File: src/rtl/fixed_block_pool_allocator_defines.svh
// ----------------------------------------------------------------------------
// Fixed block pool allocator assertion macros
// Concurrent check macros used by the pool allocator top level.
// ----------------------------------------------------------------------------
`ifndef FIXED_BLOCK_POOL_ALLOCATOR_DEFINES_SVH
`define FIXED_BLOCK_POOL_ALLOCATOR_DEFINES_SVH
`ifndef ASSERT_OFF
`define FBPA_ASSERT(lbl, prop, msg) \
  lbl: assert property (@(posedge clk_i) disable iff (!rst_ni) prop) else $error(msg);
`define FBPA_ASSERT_NEVER(lbl, cond, msg) \
  lbl: assert property (@(posedge clk_i) disable iff (!rst_ni) !(cond)) else $error(msg);
`else
`define FBPA_ASSERT(lbl, prop, msg)
`define FBPA_ASSERT_NEVER(lbl, cond, msg)
`endif
`endif

File: src/rtl/fbpa_pkg.sv
// ----------------------------------------------------------------------------
// Fixed block pool allocator package
// Request and response types, codes and control structs shared by the design modules.
// ----------------------------------------------------------------------------
package fbpa_pkg;

  localparam int unsigned DEF_NUM_BLOCKS = 256;
  localparam int unsigned BS_W           = 13;
  localparam logic [BS_W-1:0] BS_RESET   = 13'd64;

  localparam logic OP_ALLOC = 1'b0;
  localparam logic OP_FREE  = 1'b1;

  localparam logic [1:0] ST_OK       = 2'd0;
  localparam logic [1:0] ST_EMPTY    = 2'd1;
  localparam logic [1:0] ST_NOT_USED = 2'd2;

  typedef struct packed {
    logic       opcode;
    logic [7:0] block_index;
  } req_t;

  typedef struct packed {
    logic [1:0]  status;
    logic [7:0]  result_index;
    logic [19:0] byte_offset;
    logic [8:0]  free_blocks;
    logic [8:0]  used_blocks;
  } rsp_t;

  // Commands from the controller to the datapath.
  typedef struct packed {
    logic init;
    logic rd;
    logic exec;
    logic fin;
  } cmd_t;

  // Status from the datapath to the controller.
  typedef struct packed {
    logic init_last;
  } stat_t;

endpackage

File: src/rtl/fixed_block_pool_allocator.sv
// ----------------------------------------------------------------------------
// Fixed block pool allocator
// Free list and doubly linked used list over a pool of equal-size blocks.
// ----------------------------------------------------------------------------
// A request on in_i (valid/ready) either allocates the head of the free list
// or frees a named block. Each request gives exactly one response on out_o
// (valid/ready) with a status, the block index, its byte offset (index times
// the block size) and the free and used counts after the request.
// The user must write the block size via cfg_we_i/cfg_wdata_i only while the block is idle; it is not enforced.
// After reset the controller initializes the free-list links and in-use bits
// one entry per cycle, and in_ready_o stays low until the last entry is written.
// A request goes through the accept step with the memory reads issued, an
// update step with the registered read data and the first link updates, and a
// finish step with the second write into the same link memory plus loading
// the response. The response becomes valid as the controller returns to idle,
// so it can leave at the same edge at which the next request is taken; a new
// request is not taken before the current one has finished. If the receiver
// stalls, the finished response waits in the output register; the next
// request is still accepted and worked on, and holds in its last step until
// the output register is free.
// ----------------------------------------------------------------------------
`include "fixed_block_pool_allocator_defines.svh"

module fixed_block_pool_allocator #(
  parameter int unsigned NUM_BLOCKS = fbpa_pkg::DEF_NUM_BLOCKS
) (
  input  logic                      clk_i,
  input  logic                      rst_ni,
  input  logic                      in_valid_i,
  output logic                      in_ready_o,
  input  fbpa_pkg::req_t            in_i,
  output logic                      out_valid_o,
  input  logic                      out_ready_i,
  output fbpa_pkg::rsp_t            out_o,
  input  logic                      cfg_we_i,
  input  logic [fbpa_pkg::BS_W-1:0] cfg_wdata_i
);
  import fbpa_pkg::*;

  cmd_t  cmd;
  stat_t stat;

  fbpa_ctrl u_ctrl (
    .clk_i       (clk_i),
    .rst_ni      (rst_ni),
    .in_valid_i  (in_valid_i),
    .in_ready_o  (in_ready_o),
    .out_valid_o (out_valid_o),
    .out_ready_i (out_ready_i),
    .stat_i      (stat),
    .cmd_o       (cmd)
  );

  fbpa_datapath #(
    .NUM_BLOCKS (NUM_BLOCKS)
  ) u_datapath (
    .clk_i       (clk_i),
    .rst_ni      (rst_ni),
    .cmd_i       (cmd),
    .stat_o      (stat),
    .req_i       (in_i),
    .cfg_we_i    (cfg_we_i),
    .cfg_wdata_i (cfg_wdata_i),
    .rsp_o       (out_o)
  );

  // Every block sits on exactly one of the two lists.
  `FBPA_ASSERT(a_count_sum, out_valid_o |-> (9'(out_o.free_blocks + out_o.used_blocks) == 9'(NUM_BLOCKS)), "free and used counts do not cover the pool")
  `FBPA_ASSERT(a_err_zero, (out_valid_o && (out_o.status != ST_OK)) |-> ((out_o.result_index == 8'd0) && (out_o.byte_offset == 20'd0)), "error response carries a block")
  `FBPA_ASSERT(a_one_request, (in_valid_i && in_ready_o) |=> !in_ready_o, "request accepted while another is in progress")
  `FBPA_ASSERT_NEVER(a_no_overwrite, cmd.fin && out_valid_o && !out_ready_i, "response register overwritten while stalled")

endmodule

File: src/rtl/fbpa_datapath.sv
// ----------------------------------------------------------------------------
// Fixed block pool allocator datapath
// Link memories, list pointers, counters and the response register.
// ----------------------------------------------------------------------------
module fbpa_datapath #(
  parameter int unsigned NUM_BLOCKS = fbpa_pkg::DEF_NUM_BLOCKS
) (
  input  logic                        clk_i,
  input  logic                        rst_ni,
  input  fbpa_pkg::cmd_t              cmd_i,
  output fbpa_pkg::stat_t             stat_o,
  input  fbpa_pkg::req_t              req_i,
  input  logic                        cfg_we_i,
  input  logic [fbpa_pkg::BS_W-1:0]   cfg_wdata_i,
  output fbpa_pkg::rsp_t              rsp_o
);
  import fbpa_pkg::*;

  localparam int unsigned IDX_W = $clog2(NUM_BLOCKS);
  localparam int unsigned PTR_W = $clog2(NUM_BLOCKS + 1);
  localparam int unsigned CMP_W = (PTR_W > 8) ? PTR_W : 8;
  localparam int unsigned MUL_W = IDX_W + BS_W;
  localparam logic [PTR_W-1:0] NIL  = PTR_W'(NUM_BLOCKS);
  localparam logic [IDX_W-1:0] LAST = IDX_W'(NUM_BLOCKS - 1);

  logic [PTR_W-1:0] free_link_mem [NUM_BLOCKS];
  logic [PTR_W-1:0] used_prev_mem [NUM_BLOCKS];
  logic [PTR_W-1:0] used_next_mem [NUM_BLOCKS];
  logic             in_use_mem    [NUM_BLOCKS];

  logic [PTR_W-1:0] free_head_q, free_tail_q, used_head_q, used_tail_q;
  logic [PTR_W-1:0] free_cnt_q, used_cnt_q;
  logic [BS_W-1:0]  bsize_q;
  logic [IDX_W-1:0] init_cnt_q;

  logic             op_q;
  logic [7:0]       bidx_q;
  logic [IDX_W-1:0] cur_q, cur_d;
  logic [1:0]       st_q;
  logic [PTR_W-1:0] link_rd_q, prev_rd_q, next_rd_q;
  logic             in_use_rd_q;
  rsp_t             rsp_q;

  logic             alloc_ok, free_ok, exec_ok, fin_ok;
  logic [PTR_W-1:0] cur_ptr;
  logic [IDX_W-1:0] res_idx;
  logic [MUL_W-1:0] prod;

  logic             fl_we, un_we, up_we, iu_we;
  logic [IDX_W-1:0] fl_wa, un_wa, up_wa, iu_wa;
  logic [PTR_W-1:0] fl_wd, un_wd, up_wd;
  logic             iu_wd;

  // Allocation always takes the free-list head, so one read address serves both ops.
  assign cur_d   = (req_i.opcode == OP_FREE) ? IDX_W'(req_i.block_index)
                                             : free_head_q[IDX_W-1:0];
  assign cur_ptr = PTR_W'(cur_q);

  assign alloc_ok = (free_cnt_q != '0) && (free_head_q < NIL);
  assign free_ok  = (CMP_W'(bidx_q) < CMP_W'(NUM_BLOCKS)) && in_use_rd_q;
  assign exec_ok  = (op_q == OP_FREE) ? free_ok : alloc_ok;
  assign fin_ok   = (st_q == ST_OK);

  assign stat_o.init_last = (init_cnt_q == LAST);

  always_comb begin
    fl_we = 1'b0; fl_wa = cur_q; fl_wd = NIL;
    un_we = 1'b0; un_wa = cur_q; un_wd = NIL;
    up_we = 1'b0; up_wa = cur_q; up_wd = NIL;
    iu_we = 1'b0; iu_wa = cur_q; iu_wd = 1'b0;
    if (cmd_i.init) begin
      // Entry i links to i + 1; the last entry naturally gets the null marker.
      fl_we = 1'b1;
      fl_wa = init_cnt_q;
      fl_wd = PTR_W'(init_cnt_q) + PTR_W'(1);
      iu_we = 1'b1;
      iu_wa = init_cnt_q;
      iu_wd = 1'b0;
    end else if (cmd_i.exec && exec_ok) begin
      if (op_q == OP_ALLOC) begin
        un_we = 1'b1;
        un_wd = NIL;
        up_we = 1'b1;
        up_wd = used_tail_q;
        iu_we = 1'b1;
        iu_wd = 1'b1;
      end else begin
        if (prev_rd_q < NIL) begin
          un_we = 1'b1;
          un_wa = prev_rd_q[IDX_W-1:0];
          un_wd = next_rd_q;
        end
        if (next_rd_q < NIL) begin
          up_we = 1'b1;
          up_wa = next_rd_q[IDX_W-1:0];
          up_wd = prev_rd_q;
        end
        iu_we = 1'b1;
        iu_wd = 1'b0;
        fl_we = 1'b1;
        fl_wd = NIL;
      end
    end else if (cmd_i.fin && fin_ok) begin
      if (op_q == OP_ALLOC) begin
        if (used_tail_q < NIL) begin
          un_we = 1'b1;
          un_wa = used_tail_q[IDX_W-1:0];
          un_wd = cur_ptr;
        end
      end else begin
        if (free_head_q < NIL) begin
          fl_we = 1'b1;
          fl_wa = free_tail_q[IDX_W-1:0];
          fl_wd = cur_ptr;
        end
      end
    end
  end

  always_ff @(posedge clk_i) begin
    if (fl_we) free_link_mem[fl_wa] <= fl_wd;
    if (cmd_i.rd) link_rd_q <= free_link_mem[cur_d];
  end

  always_ff @(posedge clk_i) begin
    if (un_we) used_next_mem[un_wa] <= un_wd;
    if (cmd_i.rd) next_rd_q <= used_next_mem[cur_d];
  end

  always_ff @(posedge clk_i) begin
    if (up_we) used_prev_mem[up_wa] <= up_wd;
    if (cmd_i.rd) prev_rd_q <= used_prev_mem[cur_d];
  end

  always_ff @(posedge clk_i) begin
    if (iu_we) in_use_mem[iu_wa] <= iu_wd;
    if (cmd_i.rd) in_use_rd_q <= in_use_mem[cur_d];
  end

  always_ff @(posedge clk_i or negedge rst_ni) begin
    if (!rst_ni) begin
      free_head_q <= '0;
      free_tail_q <= PTR_W'(NUM_BLOCKS - 1);
      used_head_q <= NIL;
      used_tail_q <= NIL;
      free_cnt_q  <= PTR_W'(NUM_BLOCKS);
      used_cnt_q  <= '0;
      bsize_q     <= BS_RESET;
      init_cnt_q  <= '0;
    end else begin
      if (cfg_we_i) bsize_q <= cfg_wdata_i;
      if (cmd_i.init) init_cnt_q <= init_cnt_q + IDX_W'(1);
      if (cmd_i.exec && exec_ok) begin
        if (op_q == OP_ALLOC) begin
          if (link_rd_q >= NIL) begin
            free_head_q <= NIL;
            free_tail_q <= NIL;
          end else begin
            free_head_q <= link_rd_q;
          end
          free_cnt_q <= free_cnt_q - PTR_W'(1);
          used_cnt_q <= used_cnt_q + PTR_W'(1);
        end else begin
          if (prev_rd_q >= NIL) used_head_q <= next_rd_q;
          if (next_rd_q >= NIL) used_tail_q <= prev_rd_q;
          free_cnt_q <= free_cnt_q + PTR_W'(1);
          used_cnt_q <= used_cnt_q - PTR_W'(1);
        end
      end
      if (cmd_i.fin && fin_ok) begin
        if (op_q == OP_ALLOC) begin
          if (used_tail_q >= NIL) used_head_q <= cur_ptr;
          used_tail_q <= cur_ptr;
        end else begin
          if (free_head_q >= NIL) free_head_q <= cur_ptr;
          free_tail_q <= cur_ptr;
        end
      end
    end
  end

  assign res_idx = fin_ok ? cur_q : '0;
  assign prod    = MUL_W'(res_idx) * MUL_W'(bsize_q);

  always_ff @(posedge clk_i) begin
    if (cmd_i.rd) begin
      op_q   <= req_i.opcode;
      bidx_q <= req_i.block_index;
      cur_q  <= cur_d;
    end
    if (cmd_i.exec) begin
      st_q <= exec_ok ? ST_OK : ((op_q == OP_FREE) ? ST_NOT_USED : ST_EMPTY);
    end
    if (cmd_i.fin) begin
      rsp_q.status       <= st_q;
      rsp_q.result_index <= 8'(res_idx);
      rsp_q.byte_offset  <= 20'(prod);
      rsp_q.free_blocks  <= 9'(free_cnt_q);
      rsp_q.used_blocks  <= 9'(used_cnt_q);
    end
  end

  assign rsp_o = rsp_q;

endmodule

File: src/rtl/fbpa_ctrl.sv
// ----------------------------------------------------------------------------
// Fixed block pool allocator controller
// Sequences link initialization and the read, update and finish steps.
// ----------------------------------------------------------------------------
module fbpa_ctrl (
  input  logic            clk_i,
  input  logic            rst_ni,
  input  logic            in_valid_i,
  output logic            in_ready_o,
  output logic            out_valid_o,
  input  logic            out_ready_i,
  input  fbpa_pkg::stat_t stat_i,
  output fbpa_pkg::cmd_t  cmd_o
);
  import fbpa_pkg::*;

  localparam logic [1:0] S_INIT = 2'd0;
  localparam logic [1:0] S_IDLE = 2'd1;
  localparam logic [1:0] S_EXEC = 2'd2;
  localparam logic [1:0] S_FIN  = 2'd3;

  logic [1:0] state_q, state_d;
  logic       out_valid_q, out_valid_d;
  logic       accept, fin_go;

  assign in_ready_o = (state_q == S_IDLE);
  assign accept     = in_valid_i && in_ready_o;
  // The finish step waits until the response register is free or being emptied.
  assign fin_go     = (state_q == S_FIN) && (!out_valid_q || out_ready_i);

  assign cmd_o.init = (state_q == S_INIT);
  assign cmd_o.rd   = accept;
  assign cmd_o.exec = (state_q == S_EXEC);
  assign cmd_o.fin  = fin_go;

  always_comb begin
    state_d = state_q;
    case (state_q)
      S_INIT: begin
        if (stat_i.init_last) state_d = S_IDLE;
      end
      S_IDLE: begin
        if (accept) state_d = S_EXEC;
      end
      S_EXEC: begin
        state_d = S_FIN;
      end
      S_FIN: begin
        if (fin_go) state_d = S_IDLE;
      end
      default: begin
        state_d = S_IDLE;
      end
    endcase
  end

  always_comb begin
    if (fin_go) begin
      out_valid_d = 1'b1;
    end else if (out_ready_i) begin
      out_valid_d = 1'b0;
    end else begin
      out_valid_d = out_valid_q;
    end
  end

  always_ff @(posedge clk_i or negedge rst_ni) begin
    if (!rst_ni) begin
      state_q     <= S_INIT;
      out_valid_q <= 1'b0;
    end else begin
      state_q     <= state_d;
      out_valid_q <= out_valid_d;
    end
  end

  assign out_valid_o = out_valid_q;

endmodule
File: config.mk
export PLATFORM = sky130hd
export DESIGN_NAME = fixed_block_pool_allocator
export DESIGN_NICKNAME = d
export VERILOG_FILES = /design/src/rtl/fbpa_pkg.sv /design/src/rtl/fixed_block_pool_allocator.sv /design/src/rtl/fbpa_datapath.sv /design/src/rtl/fbpa_ctrl.sv
export VERILOG_INCLUDE_DIRS = /design/src /design/src/rtl
export SDC_FILE = /design/constraint.sdc
export NUM_CORES = 2
export LEC_CHECK = 0
export BUFFER_PORTS_ARGS = -buffer_cell sky130_fd_sc_hd__buf_2
export CAP_MARGIN = 25
export CELL_PAD_IN_SITES_DETAIL_PLACEMENT = 0
export CELL_PAD_IN_SITES_GLOBAL_PLACEMENT = 2
export CORE_MARGIN = 8
export CORE_UTILIZATION = 43
export CTS_BUF_LIST = sky130_fd_sc_hd__clkbuf_4 sky130_fd_sc_hd__clkbuf_8
export CTS_CLUSTER_SIZE = 12
export DETAILED_ROUTE_END_ITERATION = 6
export MAX_ROUTING_LAYER = met4
export PLACE_DENSITY_LB_ADDON = 0.1
export SYNTH_ARGS = -nofsm -noshare
export SYNTH_HDL_FRONTEND = slang
export SYNTH_HIERARCHICAL = 1
export SYNTH_SLANG_ARGS = --single-unit
File: constraint.sdc
create_clock -name clk_i -period 14.7 [get_ports clk_i]
set_input_delay 2.94 -clock clk_i [delete_from_list [all_inputs] [get_ports clk_i]]
set_output_delay 2.94 -clock clk_i [all_outputs]
set_load 0.03 [all_outputs]
==> results.md <==
* Worst Path Arrival at 8.46 ns
* Largest net degree at the start of global routing at 257
* Post-synth top flop: edfxtp_1
* Hold crit path type: reg2reg
* Met2 routed WL at between 150000 and 200000 um
* LEAKAGE at 0.04270 uW
* Initial drt markers at 7388
* Final Setup Violations at 0
* Fin nets at 8351
* Initial Utilization at 43.17%
* Seq/Total Area, Yosys at 71.94%
* Vias at 70750
* YS warnings at 6
* I/O Pins at 77
* Remaining DRCs at 0
* Placed Area at 0.1162 mm^2
* Hold EP: u_datapath/used_cnt_q[8]
* Status: completed
* Final Total Pwr at 21790 uW
* GRT Total Usage at between 20% and 30%
* CTS Hold Bufs at 0
* Hold-critical path depth at 1
* Die Span X at roughly 530 um
* CTS Root Cell: clkbuf_8
* Total global routing overflow at 0
* Synth top area share at 70.61%
* Highest metal used: met4
* Synthesized cell area at 0.1118 mm^2
* Peak supply drop at 0.0001091 V
* Layout Cell Area excl Fill at 0.1252 mm^2
* Final slew viol count at 0
* PD cells at 174.1 mW/mm^2
* Syn_area_per_cell at between 10 and 15 um^2
* Drt pass-1 iters at 5
* DR WL/cell at ~30 um
* Worst clock skew at 0.09487 ns
* Flop2flop setup slack at 8.37 ns
* CTS tree: yes
* Post-Place Cells at 11140
* Reg-to-Reg End: u_datapath/free_link_mem[80][3]
* Fmax at 128.0 MHz
* Port Buffers at 76
* M1 WL at 158500 um
* Most frequent cells in the layout: edfxtp_1 (2629), nand2_1 (1470), nor2_1 (570)
* Routed Antenna Nets at 0
* DPL Wire Length at 215600 um
* RSZ-0062 raised after global routing: false
* Syn-to-layout area delta at 11.97%
* FILL cells at 22640
* Register bit total from synthesis at approximately 2700
* Global-route wire length before repair at 524800 um
* Core Rows at 187
* WS Path Type: in2reg
* CTS Sinks at 2688
* Synthesized net count at 8167
* Layout cell share with drive strength beyond 1 at between 10% and 20%
* Final Hold Fails at 0
* Fin crit share at 53.15%
* Die Footprint at ~0.28 mm^2
* Synth top area cells: edfxtp_1 (71%), nand2_1 (5.0%), mux2i_1 (4.2%)
* Worst-case reg-to-reg path depth at 12
* Max-slew headroom at approximately a fifth
* Final setup TNS at 0 ns
* Clock Latency Late Sink at 1.11 ns
* Least-Margin Pin Slew at about 1.2 ns
* CTS resizes at 0
* Post-synth EDFFs at 2629
* Initial antenna violation count at 31
* Fin util at 48.33%
* Clock Path Buffers at 4
* Startpoint Class: primary input
* Synth area leader: edfxtp_1
* Reg2reg start: u_ctrl/state_q[1]
* CTS buffer count at 445
* Post-synthesis cell count at 8014
* Core ar. at 0.2590 mm^2
* Critical path peak fanout at 49
* Post-CTS Setup Bufs at 0
* Final Non-Filler Cells at 11990
* DR vias/cell at 5.902
* Final Critical Period at 7.812 ns
* Placer Congestion at ~0.86
* Crit end category: register
* CTS clk-pin slew, worst paths at about 0.050 ns
* H-tree lvl count at 5
* Worst endpoint required time at between 15 and 20 ns
* Max_cap viols at 0
* Vias in the first global route at 70090
* Critical hold path startpoint: u_datapath/used_cnt_q[8]
* Met3 routed WL at 25280 um
* Die height at 525.9 um
* Count of cell types in the netlist at 76
* Most common cell after layout, fill and taps aside: edfxtp_1
* Post-synth ARST share at 2.195%
* Routed Wire Length at 370100 um
## cells in the mapped netlist, types with 13 or more instances
cell type  instances
edfxtp_1        2629
nand2_1         1483
nor2_1           575
mux2i_1          468
nand3_1          371
a21oi_1          357
clkbuf_1         260
o21ai_0          183
buf_2            177
o221ai_1         167
and3_1           158
inv_1            100
nor3_1            98
mux4_2            94
buf_1             85
o22ai_1           81
a311oi_1          77
a31oi_1           70
fa_1              67
ha_1              59
dfrtp_1           49
xnor2_1           33
nand4_1           28
a2111oi_0         25
and2_1            20
nor4_1            19
buf_4             17
nand2b_1          15
o211ai_1          15
mux2_2            14
o31ai_1           14
a21o_1            13
or3_1             13
xor2_1            13
## worst max-delay path by stage
stage / from / end / slack [ns] / cells after the start
after floorplan: u_ctrl/state_q[0] / u_datapath/free_link_mem[0][2] / 0.93 / 7
after global placement: in_i[8] / u_datapath/link_rd_q[8] / 5.70 / 11
after detailed placement: out_ready_i / u_datapath/free_link_mem[80][1] / 5.95 / 13
after CTS: out_ready_i / u_datapath/free_link_mem[80][5] / 7.08 / 13
after global routing: out_ready_i / u_datapath/free_link_mem[80][3] / 6.82 / 13
final: out_ready_i / u_datapath/free_link_mem[80][3] / 6.89 / 13
## flip-flops by register name (all words and copies together), names as in the netlist, 2 cells and up
| name | count |
|---|---|
| u_ctrl/state_q | 2 |
| u_datapath/used_cnt_q | 9 |
| u_datapath/in_use_mem | 256 |
| u_datapath/bsize_q | 13 |
| u_datapath/st_q | 2 |
| u_datapath/free_link_mem | 2304 |
| u_datapath/init_cnt_q | 8 |
| u_datapath/free_head_q | 9 |
| u_datapath/link_rd_q | 9 |
| u_datapath/rsp_o | 48 |
| u_datapath/free_tail_q | 8 |
| u_datapath/cur_q | 8 |
| u_datapath/free_cnt_q | 9 |
## power breakdown
| part | leakage (uW) | internal (uW) | switching (uW) |
|---|---|---|---|
| clock network | 0.00460 | 3510 | 3050 |
| registers | 0.0246 | 9050 | 152 |
| logic | 0.0135 | 1520 | 4520 |
## layer usage
metal  vias to the layer above  track usage, %
li1                      30500               -
met1                     36860           36.35
met2                      2795           41.85
met3                       591           3.920
met4                         0           8.295
met5                         -               -
## cells by family after synthesis
group | after synthesis | synth area share, %
compound gates | 1098 | 6.388
xor+xnor | 46 | 0.3604
fa+ha+maj | 126 | 1.860
buf+inv | 647 | 2.427
simple gates | 2832 | 10.78
mux | 577 | 6.238
flops | 2688 | 71.94
## area by class of cell
cell class                 instances  area (um^2)  share of cell area [%]
inverter                         108        432.9                  0.3458
clock inverter                   220         1500                   1.198
sequential                      2688        80430                   64.25
antenna                           30        75.07                 0.05997
timing repair buffer             276         2237                   1.787
multi-input combinational       4679        29010                   23.18
tap                             3402         4257                   3.400
clock buffer                     585         7238                   5.782
## metrics by stage
stage          hold WS (ns)  worst slack, ns
2_1_floorplan        0.4410           0.9339
3_3_place_gp         0.4685            5.703
3_5_place_dp         0.4755            5.947
4_1_cts              0.4862            7.085
5_1_grt              0.5014            6.818
6_report             0.4802            6.888
## worst max-delay path: stages
cell	delay, ns
buf_2	0.08
nand2b_4	0.13
and2_2	0.14
buf_4	0.54
and4bb_2	0.58
nand2_1	0.25
or3_1	0.35
o211ai_1	0.63
nand3_1	0.44
nor2_1	0.54
nand2_2	0.51
buf_4	0.45
nor2_1	0.83
Note: power is estimated with default switching activity, not from simulation.
